<file path="config.mk">
export PLATFORM = sky130hd
export DESIGN_NAME = fixed_block_pool_allocator
export DESIGN_NICKNAME = d
export VERILOG_FILES = /design/src/hw/rtl/fbpa_pkg.sv /design/src/hw/rtl/fbpa_ctrl.sv /design/src/hw/rtl/fbpa_dp.sv /design/src/hw/rtl/fixed_block_pool_allocator.sv
export SDC_FILE = /design/constraint.sdc
export NUM_CORES = 1
export LEC_CHECK = 0
export ABC_AREA = 1
export BUFFER_PORTS_ARGS = -buffer_cell sky130_fd_sc_hd__buf_4
export CORE_MARGIN = 2
export CORE_UTILIZATION = 40
export DETAILED_ROUTE_END_ITERATION = 8
export PLACE_DENSITY_LB_ADDON = 0.2
export SETUP_SLACK_MARGIN = 0.15
export SLEW_MARGIN = 20
export SYNTH_ARGS = -nofsm -noshare
export SYNTH_HDL_FRONTEND = slang
export SYNTH_HIERARCHICAL = 1
export SYNTH_SLANG_ARGS = --single-unit
</file>
<file path="constraint.sdc">
create_clock -name clk -period 4.9 [get_ports clk]
set_clock_uncertainty 0.1 [all_clocks]
set_input_delay 0.49 -clock clk [delete_from_list [all_inputs] [get_ports clk]]
set_output_delay 0.49 -clock clk [all_outputs]
set_load 0.005 [all_outputs]
</file>
<file path="src/hw/rtl/fbpa_pkg.sv">
// fbpa_pkg: shared types and constants for the fixed block pool allocator
// field widths, status and opcode values, controller state and command structs
// no dependencies
package fbpa_pkg;

  localparam int SIZE_W   = 16;  // block_size register
  localparam int CNT_W    = 7;   // block_count, free count, remaining
  localparam int FIDX_W   = 6;   // request and result block index
  localparam int OFF_W    = 22;  // payload offset
  localparam int ST_W     = 2;
  localparam int STRIDE_W = 17;  // aligned stride, fits block_size plus headers
  localparam int NEFF_W   = 8;   // effective count, up to the largest pool
  localparam int CFG_IDX_W = 2;

  localparam logic [ST_W-1:0] ST_OK    = 2'd0;
  localparam logic [ST_W-1:0] ST_EMPTY = 2'd1;
  localparam logic [ST_W-1:0] ST_BAD   = 2'd2;

  localparam logic OP_ALLOC = 1'b0;
  localparam logic OP_FREE  = 1'b1;

  localparam logic [CFG_IDX_W-1:0] REG_BLOCK_SIZE  = 2'd0;
  localparam logic [CFG_IDX_W-1:0] REG_BLOCK_COUNT = 2'd1;

  localparam logic [SIZE_W-1:0] BLOCK_SIZE_RST  = 16'd64;
  localparam logic [CNT_W-1:0]  BLOCK_COUNT_RST = 7'd64;

  typedef enum logic [1:0] {
    S_IDLE,
    S_SCAN,
    S_MULT,
    S_DONE
  } state_t;

  // controller to datapath
  typedef struct packed {
    logic load;  // capture the request
    logic scan;  // search one chunk of marks or check a free
    logic mult;  // index times stride
    logic done;  // commit and present the result
  } cmd_t;

  // datapath to controller
  typedef struct packed {
    logic scan_done;
    logic out_free;
  } sts_t;

endpackage

</file>
<file path="src/hw/rtl/fbpa_ctrl.sv">
// fbpa_ctrl: sequencing state machine for the block pool allocator
// drives the datapath through fbpa_pkg::cmd_t, reads fbpa_pkg::sts_t
// depends on fbpa_pkg
module fbpa_ctrl (
  input  logic          clk,
  input  logic          rst,
  input  logic          req_valid,
  output logic          req_stall,
  input  fbpa_pkg::sts_t sts,
  output fbpa_pkg::cmd_t cmd
);
  import fbpa_pkg::*;

  state_t state;
  state_t state_next;

  always_ff @(posedge clk) begin
    if (rst) begin
      state <= S_IDLE;
    end else begin
      state <= state_next;
    end
  end

  always_comb begin
    state_next = state;
    case (state)
      S_IDLE: begin
        if (req_valid) begin
          state_next = S_SCAN;
        end
      end
      S_SCAN: begin
        if (sts.scan_done) begin
          state_next = S_MULT;
        end
      end
      S_MULT: state_next = S_DONE;
      S_DONE: begin
        if (sts.out_free) begin
          state_next = S_IDLE;
        end
      end
      default: state_next = S_IDLE;
    endcase
  end

  always_comb begin
    cmd = '0;
    req_stall = 1'b1;
    case (state)
      S_IDLE: begin
        req_stall = 1'b0;
        cmd.load = req_valid;
      end
      S_SCAN: cmd.scan = 1'b1;
      S_MULT: cmd.mult = 1'b1;
      S_DONE: cmd.done = sts.out_free;
      default: ;
    endcase
  end

endmodule

</file>
<file path="src/hw/rtl/fbpa_dp.sv">
// fbpa_dp: datapath of the block pool allocator
// holds registers, used marks, free count, chunked first-free search, offset
// multiplier and result registers; depends on fbpa_pkg
module fbpa_dp #(
  parameter int MAX_BLOCKS  = 64,
  parameter int ALIGN_MASK  = 7,
  parameter int NODE_HEADER = 8,
  parameter int POOL_HEADER = 16
) (
  input  logic                            clk,
  input  logic                            rst,
  input  fbpa_pkg::cmd_t                  cmd,
  output fbpa_pkg::sts_t                  sts,
  input  logic                            req_op,
  input  logic [fbpa_pkg::FIDX_W-1:0]     req_free_index,
  input  logic                            cfg_we,
  input  logic [fbpa_pkg::CFG_IDX_W-1:0]  cfg_index,
  input  logic [fbpa_pkg::SIZE_W-1:0]     cfg_data,
  output logic                            rsp_valid,
  input  logic                            rsp_stall,
  output logic [fbpa_pkg::ST_W-1:0]       rsp_status,
  output logic [fbpa_pkg::FIDX_W-1:0]     rsp_block_index,
  output logic [fbpa_pkg::OFF_W-1:0]      rsp_payload_offset,
  output logic [fbpa_pkg::CNT_W-1:0]      rsp_remaining
);
  import fbpa_pkg::*;

  localparam int NCHUNK = (MAX_BLOCKS + 7) / 8;
  localparam int CK_W   = (NCHUNK > 1) ? $clog2(NCHUNK) : 1;
  localparam int IDX_W  = CK_W + 3;
  localparam int PAD    = 8 * (2 ** CK_W);
  localparam int PROD_W = IDX_W + STRIDE_W;
  localparam logic [CK_W-1:0]   LAST_CK   = CK_W'(NCHUNK - 1);
  localparam logic [NEFF_W-1:0] MAX_N     = NEFF_W'(MAX_BLOCKS);
  localparam logic [CNT_W-1:0]  FREE_RST  =
      (MAX_BLOCKS < 64) ? CNT_W'(MAX_BLOCKS) : BLOCK_COUNT_RST;
  localparam logic [STRIDE_W-1:0] ALIGN_ADD = STRIDE_W'(NODE_HEADER + ALIGN_MASK);
  localparam logic [STRIDE_W-1:0] ALIGN_CLR = ~STRIDE_W'(ALIGN_MASK);
  localparam logic [OFF_W-1:0]    OFF_BASE  = OFF_W'(POOL_HEADER + NODE_HEADER);

  logic [SIZE_W-1:0]   block_size;
  logic [CNT_W-1:0]    block_count;
  logic [PAD-1:0]      marks;
  logic [CNT_W-1:0]    free_count;
  logic                op_q;
  logic [FIDX_W-1:0]   fidx_q;
  logic [CK_W-1:0]     ck;
  logic [IDX_W-1:0]    res_idx;
  logic [FIDX_W-1:0]   res_out_idx;
  logic [ST_W-1:0]     res_st;
  logic [PROD_W-1:0]   prod;

  logic [NEFF_W-1:0]   n_eff;
  logic [NEFF_W-1:0]   n_cfg;
  logic [7:0]          chunk_used;
  logic [7:0]          chunk_free;
  logic                hit;
  logic [2:0]          enc;
  logic                last;
  logic                fidx_ok;
  logic [STRIDE_W-1:0] stride;
  logic [CNT_W-1:0]    free_count_next;
  logic [PAD-1:0]      marks_next;

  assign n_eff = (NEFF_W'(block_count) > MAX_N) ? MAX_N : NEFF_W'(block_count);
  assign n_cfg = (NEFF_W'(cfg_data[CNT_W-1:0]) > MAX_N) ? MAX_N
               : NEFF_W'(cfg_data[CNT_W-1:0]);

  // one chunk of eight marks per scan cycle
  assign chunk_used = marks[{ck, 3'b000} +: 8];
  assign last = (ck == LAST_CK);

  always_comb begin
    hit = 1'b0;
    enc = '0;
    for (int j = 0; j < 8; j++) begin
      chunk_free[j] = !chunk_used[j] && (NEFF_W'({ck, 3'(j)}) < n_eff);
    end
    for (int j = 7; j >= 0; j--) begin
      if (chunk_free[j]) begin
        hit = 1'b1;
        enc = 3'(j);
      end
    end
  end

  assign fidx_ok = (NEFF_W'(fidx_q) < n_eff) && marks[IDX_W'(fidx_q)];

  assign sts.scan_done = (op_q == OP_FREE) || hit || last;
  assign sts.out_free  = !rsp_valid || !rsp_stall;

  assign stride = (STRIDE_W'(block_size) + ALIGN_ADD) & ALIGN_CLR;

  // free count and marks after the commit of the current request
  always_comb begin
    free_count_next = free_count;
    marks_next = marks;
    if (res_st == ST_OK) begin
      if (op_q == OP_ALLOC) begin
        marks_next[res_idx] = 1'b1;
        if (free_count != '0) begin
          free_count_next = free_count - CNT_W'(1);
        end
      end else begin
        marks_next[res_idx] = 1'b0;
        if (NEFF_W'(free_count) < n_eff) begin
          free_count_next = free_count + CNT_W'(1);
        end
      end
    end
  end

  always_ff @(posedge clk) begin
    if (rst) begin
      block_size  <= BLOCK_SIZE_RST;
      block_count <= BLOCK_COUNT_RST;
      marks       <= '0;
      free_count  <= FREE_RST;
    end else if (cfg_we) begin
      case (cfg_index)
        REG_BLOCK_SIZE: block_size <= cfg_data;
        REG_BLOCK_COUNT: begin
          block_count <= cfg_data[CNT_W-1:0];
          marks       <= '0;
          free_count  <= CNT_W'(n_cfg);
        end
        default: ;
      endcase
    end else if (cmd.done) begin
      marks      <= marks_next;
      free_count <= free_count_next;
    end
  end

  always_ff @(posedge clk) begin
    if (cmd.load) begin
      op_q   <= req_op;
      fidx_q <= req_free_index;
      ck     <= '0;
    end
    if (cmd.scan) begin
      if (op_q == OP_FREE) begin
        res_idx     <= IDX_W'(fidx_q);
        res_out_idx <= fidx_q;
        res_st      <= fidx_ok ? ST_OK : ST_BAD;
      end else if (hit) begin
        res_idx     <= {ck, enc};
        res_out_idx <= FIDX_W'({ck, enc});
        res_st      <= ST_OK;
      end else begin
        ck <= ck + CK_W'(1);
        if (last) begin
          res_idx     <= '0;
          res_out_idx <= '0;
          res_st      <= ST_EMPTY;
        end
      end
    end
    if (cmd.mult) begin
      prod <= PROD_W'(res_idx) * PROD_W'(stride);
    end
  end

  always_ff @(posedge clk) begin
    if (rst) begin
      rsp_valid <= 1'b0;
    end else if (cmd.done) begin
      rsp_valid <= 1'b1;
    end else if (!rsp_stall) begin
      rsp_valid <= 1'b0;
    end
  end

  always_ff @(posedge clk) begin
    if (cmd.done) begin
      rsp_status      <= res_st;
      rsp_block_index <= res_out_idx;
      rsp_remaining   <= free_count_next;
      rsp_payload_offset <= (res_st == ST_OK) ? (OFF_W'(prod) + OFF_BASE) : '0;
    end
  end

endmodule

</file>
<file path="src/hw/rtl/fixed_block_pool_allocator.sv">
// fixed_block_pool_allocator: top level of the fixed-size block pool allocator
// ties the controller fbpa_ctrl to the datapath fbpa_dp; depends on fbpa_pkg
//
// usage:
//   request channel (req_valid / req_stall): op selects allocate or free,
//   free_index names the block to release. A transaction is taken when
//   req_valid is high and req_stall low; one request is in work at a time.
//   response channel (rsp_valid / rsp_stall): one result per request with
//   status, block_index, payload_offset and remaining.
//   configuration channel (cfg_valid / cfg_ready): cfg_index 0 writes
//   block_size, 1 writes block_count (clears all used marks); other indexes
//   do nothing. cfg_ready is always high; write only while idle.
// timing: a free passes the check, offset multiply and commit steps before
//   rsp_valid rises. An allocate scans the used marks eight per cycle, so a
//   free block that sits low is found sooner; the next request may be
//   accepted as soon as the result is presented.
// reset: every block free, block_size 64, block_count 64, no response pending.
// stall: a result waits in the output register; the next request may be
//   accepted meanwhile, but its own result waits until the first is taken.
module fixed_block_pool_allocator #(
  parameter int MAX_BLOCKS  = 64,
  parameter int ALIGN_MASK  = 7,
  parameter int NODE_HEADER = 8,
  parameter int POOL_HEADER = 16
) (
  input  logic                            clk,
  input  logic                            rst,
  input  logic                            req_valid,
  output logic                            req_stall,
  input  logic                            op,
  input  logic [fbpa_pkg::FIDX_W-1:0]     free_index,
  output logic                            rsp_valid,
  input  logic                            rsp_stall,
  output logic [fbpa_pkg::ST_W-1:0]       status,
  output logic [fbpa_pkg::FIDX_W-1:0]     block_index,
  output logic [fbpa_pkg::OFF_W-1:0]      payload_offset,
  output logic [fbpa_pkg::CNT_W-1:0]      remaining,
  input  logic                            cfg_valid,
  output logic                            cfg_ready,
  input  logic [fbpa_pkg::CFG_IDX_W-1:0]  cfg_index,
  input  logic [fbpa_pkg::SIZE_W-1:0]     cfg_data
);
  import fbpa_pkg::*;

  cmd_t cmd;
  sts_t sts;

  assign cfg_ready = 1'b1;

  fbpa_ctrl u_ctrl (
    .clk       (clk),
    .rst       (rst),
    .req_valid (req_valid),
    .req_stall (req_stall),
    .sts       (sts),
    .cmd       (cmd)
  );

  fbpa_dp #(
    .MAX_BLOCKS  (MAX_BLOCKS),
    .ALIGN_MASK  (ALIGN_MASK),
    .NODE_HEADER (NODE_HEADER),
    .POOL_HEADER (POOL_HEADER)
  ) u_dp (
    .clk                (clk),
    .rst                (rst),
    .cmd                (cmd),
    .sts                (sts),
    .req_op             (op),
    .req_free_index     (free_index),
    .cfg_we             (cfg_valid & cfg_ready),
    .cfg_index          (cfg_index),
    .cfg_data           (cfg_data),
    .rsp_valid          (rsp_valid),
    .rsp_stall          (rsp_stall),
    .rsp_status         (status),
    .rsp_block_index    (block_index),
    .rsp_payload_offset (payload_offset),
    .rsp_remaining      (remaining)
  );

endmodule
</file>
==> metrics.md <==
| Metric | Value |
|---|---|
| Fmax | `214.5 MHz` |
| Category of the worst setup path launch point | `flip-flop` |
| Number of hold buffers added after CTS | `0` |
| Internal power | `3177 uW` |
| TritonCTS Buffers | `17` |
| Number of global-route vias before repair | `10,740` |
| Switching share of power | `40.72%` |
| Total of endpoints with negative setup slack in the final report | `0` |
| Cell occurring most often along the worst timing path | `sky130_fd_sc_hd__fa_1` |
| Total Neg Setup Slack | `0 ps` |
| Mean area per synthesized cell | `7.292 sq um` |
| Worst hold path cell count | `1` |
| Critical path's slowest cell | `sky130_fd_sc_hd__fa_1` |
| Horizontal extent of the die | `180.1 microns` |
| Clock power share | `24.7%` |
| Unrepaired setup endpoints after global routing | `true` |
| Placeable core region | `around 31,000 sq um` |
| Post-DR vias/cell | `around 5.4` |
| Sequential area share after synthesis | `32.58%` |
| Maximum vdd drop | `0.2615 mV` |
| Ordered cell list for the critical path | `or3_4, nor2_4, nor2_1, nand2_2, o21ai_0, nand2_1, buf_4, nor2_1, fa_1, inv_1, fa_1, fa_1, inv_1, ha_2, nand3_1, nand3_2, a21oi_2, inv_2, a21o_1, a21oi_2, xnor2_1` |
| TritonCTS sink count | `168` |
| Largest net degree at the start of global routing | `71` |
| Cell count after synthesis | `1,702` |
| Worst-case reg-to-reg path depth | `21` |
| Crit Reg-Reg Startpoint | `u_dp/block_size[0]` |
| Slew HR | `30.13%` |
| Fraction of registers with async set or reset after synthesis | `0%` |
| Die area | `about 32,000 sq um` |
| Global-route usage over all layers | `21.87%` |
| Final Power | `5360 uW` |
| Amount of wire on met3 after detailed routing | `2.334 mm` |
| Highest metal layer with signal wires | `met4` |
| Max Cap Viol | `0` |
| Via Count | `11,640` |
| Switching pwr | `approximately 2200 uW` |
| Outcome | `finished clean` |
| Synthesized area | `12,410 sq um` |
| RePlAce Congestion | `approximately 0.89` |
| Final wirelength | `36.29 mm` |
| Dpl hpwl | `25.44 mm` |
| DR WL/cell | `~17 microns` |
| Final antenna-violating net count | `0` |
| Crit path required time | `4980 ps` |
| Number of antenna violations at the first check in global routing | `1` |
| Fraction of power consumed by sequential logic | `34.6%` |
| Clk pin slew, worst setup/hold paths | `roughly 70 ps` |
| Path type of the worst min-delay path | `in -> reg` |
| Prevailing post-synth register cell | `sky130_fd_sc_hd__dfxtp_1` |
| Crit path arrival time | `4740 ps` |
| Io pins | `70` |
| CTS root buf | `sky130_fd_sc_hd__clkbuf_16` |
| Leak Pwr | `roughly 0.0059 uW` |
| Delay of the slowest critical-path stage | `between 500 and 600 ps` |
| Flops & latches, synth | `168` |
| Number of buffers added on ports | `65` |
| Number of optimization iterations in the first detailed-route pass | `5` |
| Residual DRC count | `0` |
| Met2 Wirelength | `between 15 and 20 mm` |
| Worst slew pin tran | `1042 ps` |
| Crit path buffers/inverters | `4` |
| Die height | `180.1 microns` |
| Overflow left after global routing | `0` |
| Clock Path Buffers | `2` |
| Startpoint of the most critical hold path | `op` |
| Layout Area Growth over Synthesis | `13.18%` |
| Power share of the combinational group | `40.8%` |
| Wire length of the first global-routing pass | `between 50 and 60 mm` |
| Number of max-slew violations in the final report | `0` |
| Metal1 wirelength | `16.36 mm` |
| Number of violations reported at the end of detailed-routing iteration 0 | `920` |
| Final Hold Vio Count | `0` |
| Synthesis Warnings | `6` |
| Starting utilization of the core area | `40.57%` |
| R2R setup slack | `240 ps` |
| Total Nets Final | `1,876` |
| Worst R2R End | `u_dp/prod[14]` |
| Number of enable-type register cells in the synthesized netlist | `68` |
| Clock latency reported for the late side of the worst-skew pair | `440 ps` |
| Floorplan row count | `64` |
| Worst Setup Path Type | `reg -> reg` |
| Hold path endpoint | `u_dp/op_q` |
| H-Tree Depth | `4` |
| Share of layout cells above drive strength 1 | `12.23%` |
| Period utilization | `95.15%` |
| Total power divided by cell area | `381.6 nW/um^2` |
| Family with the most delay on the worst path | `adder cells` |
| Type of element capturing the critical path | `flip-flop` |
| Clock tree from TritonCTS | `built` |
| Min Clock Period, post-route | `4662 ps` |
| Yosys cell types | `52` |
| Critical path peak fanout | `5` |
==> worst max-delay path by stage <==
stage,endpoint,from,slack [ps],cells past startpoint
after floorplan,u_dp/prod[14],u_dp/block_size[0],410,19
after global placement,u_dp/prod[21],u_dp/block_size[0],120,19
after detailed placement,u_dp/prod[14],u_dp/block_size[0],90,19
after CTS,u_dp/prod[21],u_dp/block_size[5],150,20
after global routing,u_dp/prod[14],u_dp/block_size[0],40,20
final,u_dp/prod[14],u_dp/block_size[0],240,21
==> synthesized netlist by cell type, types with 4 or more instances <==
| library cell | count | area share, % |
|---|---|---|
| sky130_fd_sc_hd__inv_1 | 187 | 5.7 |
| sky130_fd_sc_hd__xor2_1 | 21 | 1.5 |
| sky130_fd_sc_hd__fa_1 | 48 | 7.7 |
| sky130_fd_sc_hd__nand2_1 | 412 | 12 |
| sky130_fd_sc_hd__dfxtp_1 | 100 | 16 |
| sky130_fd_sc_hd__edfxtp_1 | 68 | 16 |
| sky130_fd_sc_hd__nand2_2 | 11 | 0.55 |
| sky130_fd_sc_hd__o211ai_1 | 36 | 2.2 |
| sky130_fd_sc_hd__nor4_1 | 7 | 0.35 |
| sky130_fd_sc_hd__nor3_2 | 9 | 0.73 |
| sky130_fd_sc_hd__buf_6 | 9 | 0.82 |
| sky130_fd_sc_hd__xnor2_1 | 10 | 0.71 |
| sky130_fd_sc_hd__nor2_4 | 4 | 0.36 |
| sky130_fd_sc_hd__buf_4 | 8 | 0.48 |
| sky130_fd_sc_hd__a21oi_1 | 170 | 6.9 |
| sky130_fd_sc_hd__buf_2 | 21 | 0.85 |
| sky130_fd_sc_hd__nor2_1 | 178 | 5.4 |
| sky130_fd_sc_hd__nand3_1 | 119 | 4.8 |
| sky130_fd_sc_hd__nand4_1 | 10 | 0.50 |
| sky130_fd_sc_hd__a31oi_1 | 31 | 1.6 |
| sky130_fd_sc_hd__o21ai_0 | 73 | 2.9 |
| sky130_fd_sc_hd__clkbuf_1 | 38 | 1.1 |
| sky130_fd_sc_hd__buf_1 | 4 | 0.12 |
| sky130_fd_sc_hd__inv_2 | 7 | 0.21 |
| sky130_fd_sc_hd__a21o_1 | 5 | 0.30 |
| sky130_fd_sc_hd__ha_1 | 53 | 5.3 |
| sky130_fd_sc_hd__a21boi_0 | 5 | 0.30 |
| sky130_fd_sc_hd__or2_2 | 4 | 0.20 |
| sky130_fd_sc_hd__nor3_1 | 13 | 0.52 |
==> registers in the layout, summed over array words and instances (netlist names), 3 cells and up <==
register,count
u_dp/marks,64
u_dp/res_out_idx,6
u_dp/prod,19
u_dp/free_count,7
u_dp/rsp_block_index,6
u_dp/fidx_q,6
u_dp/block_count,7
u_dp/ck,3
u_dp/rsp_payload_offset,19
u_dp/rsp_remaining,7
u_dp/block_size,16
==> stage by stage <==
step | util, % | setup slack, ps | cells | cell area (sq um) | hold slack (ps)
4_1_cts | 45.10 | 152.6 | 2145 | 13790 | 114.8
3_3_place_gp | 43.06 | 121.8 | 2111 | 13170 | 352.0
6_report | 45.92 | 237.7 | 2155 | 14050 | 129.8
3_5_place_dp | 43.06 | 90.22 | 2111 | 13170 | 355.5
5_1_grt | 45.92 | 39.16 | 2155 | 14050 | 104.0
2_1_floorplan | - | 407.6 | 1704 | 12420 | 320.6
==> per-layer routing <==
| metal | track usage [%] | vias to the layer above |
|---|---|---|
| li1 | - | 5685 |
| met5 | 0 | - |
| met3 | 3.901 | 66 |
| met2 | 35.11 | 425 |
| met4 | 7.226 | 0 |
| met1 | 29.88 | 5462 |
==> worst register-to-register path: stages, from the launching register on <==
cell and delay [ps]:
sky130_fd_sc_hd__dfxtp_1 310, sky130_fd_sc_hd__or3_4 400, sky130_fd_sc_hd__nor2_4 140, sky130_fd_sc_hd__nor2_1 70, sky130_fd_sc_hd__nand2_2 130, sky130_fd_sc_hd__o21ai_0 100
sky130_fd_sc_hd__nand2_1 140, sky130_fd_sc_hd__buf_4 140, sky130_fd_sc_hd__nor2_1 50, sky130_fd_sc_hd__fa_1 510, sky130_fd_sc_hd__inv_1 50, sky130_fd_sc_hd__fa_1 460
sky130_fd_sc_hd__fa_1 540, sky130_fd_sc_hd__inv_1 40, sky130_fd_sc_hd__ha_2 320, sky130_fd_sc_hd__nand3_1 120, sky130_fd_sc_hd__nand3_2 90, sky130_fd_sc_hd__a21oi_2 200
sky130_fd_sc_hd__inv_2 60, sky130_fd_sc_hd__a21o_1 180, sky130_fd_sc_hd__a21oi_2 170, sky130_fd_sc_hd__xnor2_1 80
==> logic make-up (layout without fill, tap and decap cells) <==
group | after synthesis | after routing | share of synthesized area [%]
compound gates | 340 | 340 | 15.38
xor+xnor | 32 | 32 | 2.319
fa+ha+maj | 101 | 101 | 13.09
buf+inv | 280 | 334 | 9.547
flops | 168 | 168 | 32.58
other cells | 2 | 5 | 0.06051
simple gates | 779 | 779 | 27.02
==> final cells by class <==
cell class                 count  area [sq um]
antenna                        1         2.502
fill                        3073         16540
timing repair buffer         102         765.7
multi-input combinational   1256          7425
sequential                   168          4044
tap                          396         495.5
clock inverter                13         120.1
clock buffer                  19         432.9
inverter                     200         760.7
==> repair_timing <==
item                                    in CTS  in global routing
buffers inserted                             2                  9
pin swaps                                    6                 20
endpoints found under the setup margin       4                  8
gates resized for setup                      8                 39
==> power by group through the flow <==
| stage | logic (uW) | registers [uW] | clock network, uW |
|---|---|---|---|
| after global placement | 1950 | 1880 | 0 |
| after global routing | 2440 | 1870 | 1410 |
| after detailed placement | 1970 | 1880 | 0 |
| final | 2180 | 1850 | 1320 |
| after CTS | 2010 | 1850 | 1340 |
| after floorplan | 1420 | 1840 | 0 |
==> cells in the final DEF, fill, tap and decap left out, types with 6 or more instances in the layout <==
cell	instances
sky130_fd_sc_hd__xor2_1	20
sky130_fd_sc_hd__o211ai_1	36
sky130_fd_sc_hd__xnor2_1	10
sky130_fd_sc_hd__a21oi_1	165
sky130_fd_sc_hd__nand3_1	117
sky130_fd_sc_hd__nand2_1	406
sky130_fd_sc_hd__nor3_1	12
sky130_fd_sc_hd__ha_1	44
sky130_fd_sc_hd__buf_4	102
sky130_fd_sc_hd__inv_1	185
sky130_fd_sc_hd__nor2_2	8
sky130_fd_sc_hd__clkbuf_16	17
sky130_fd_sc_hd__inv_2	9
sky130_fd_sc_hd__a31oi_1	31
sky130_fd_sc_hd__ha_4	8
sky130_fd_sc_hd__nor4_1	7
sky130_fd_sc_hd__nor2_1	171
sky130_fd_sc_hd__fa_1	48
sky130_fd_sc_hd__o21ai_0	70
sky130_fd_sc_hd__o21ai_1	6
sky130_fd_sc_hd__edfxtp_1	68
sky130_fd_sc_hd__nand4_1	10
sky130_fd_sc_hd__dfxtp_1	100
sky130_fd_sc_hd__nor3_2	9
sky130_fd_sc_hd__nand2_2	16
No activity file was read; power rests on OpenSTA's default activity.
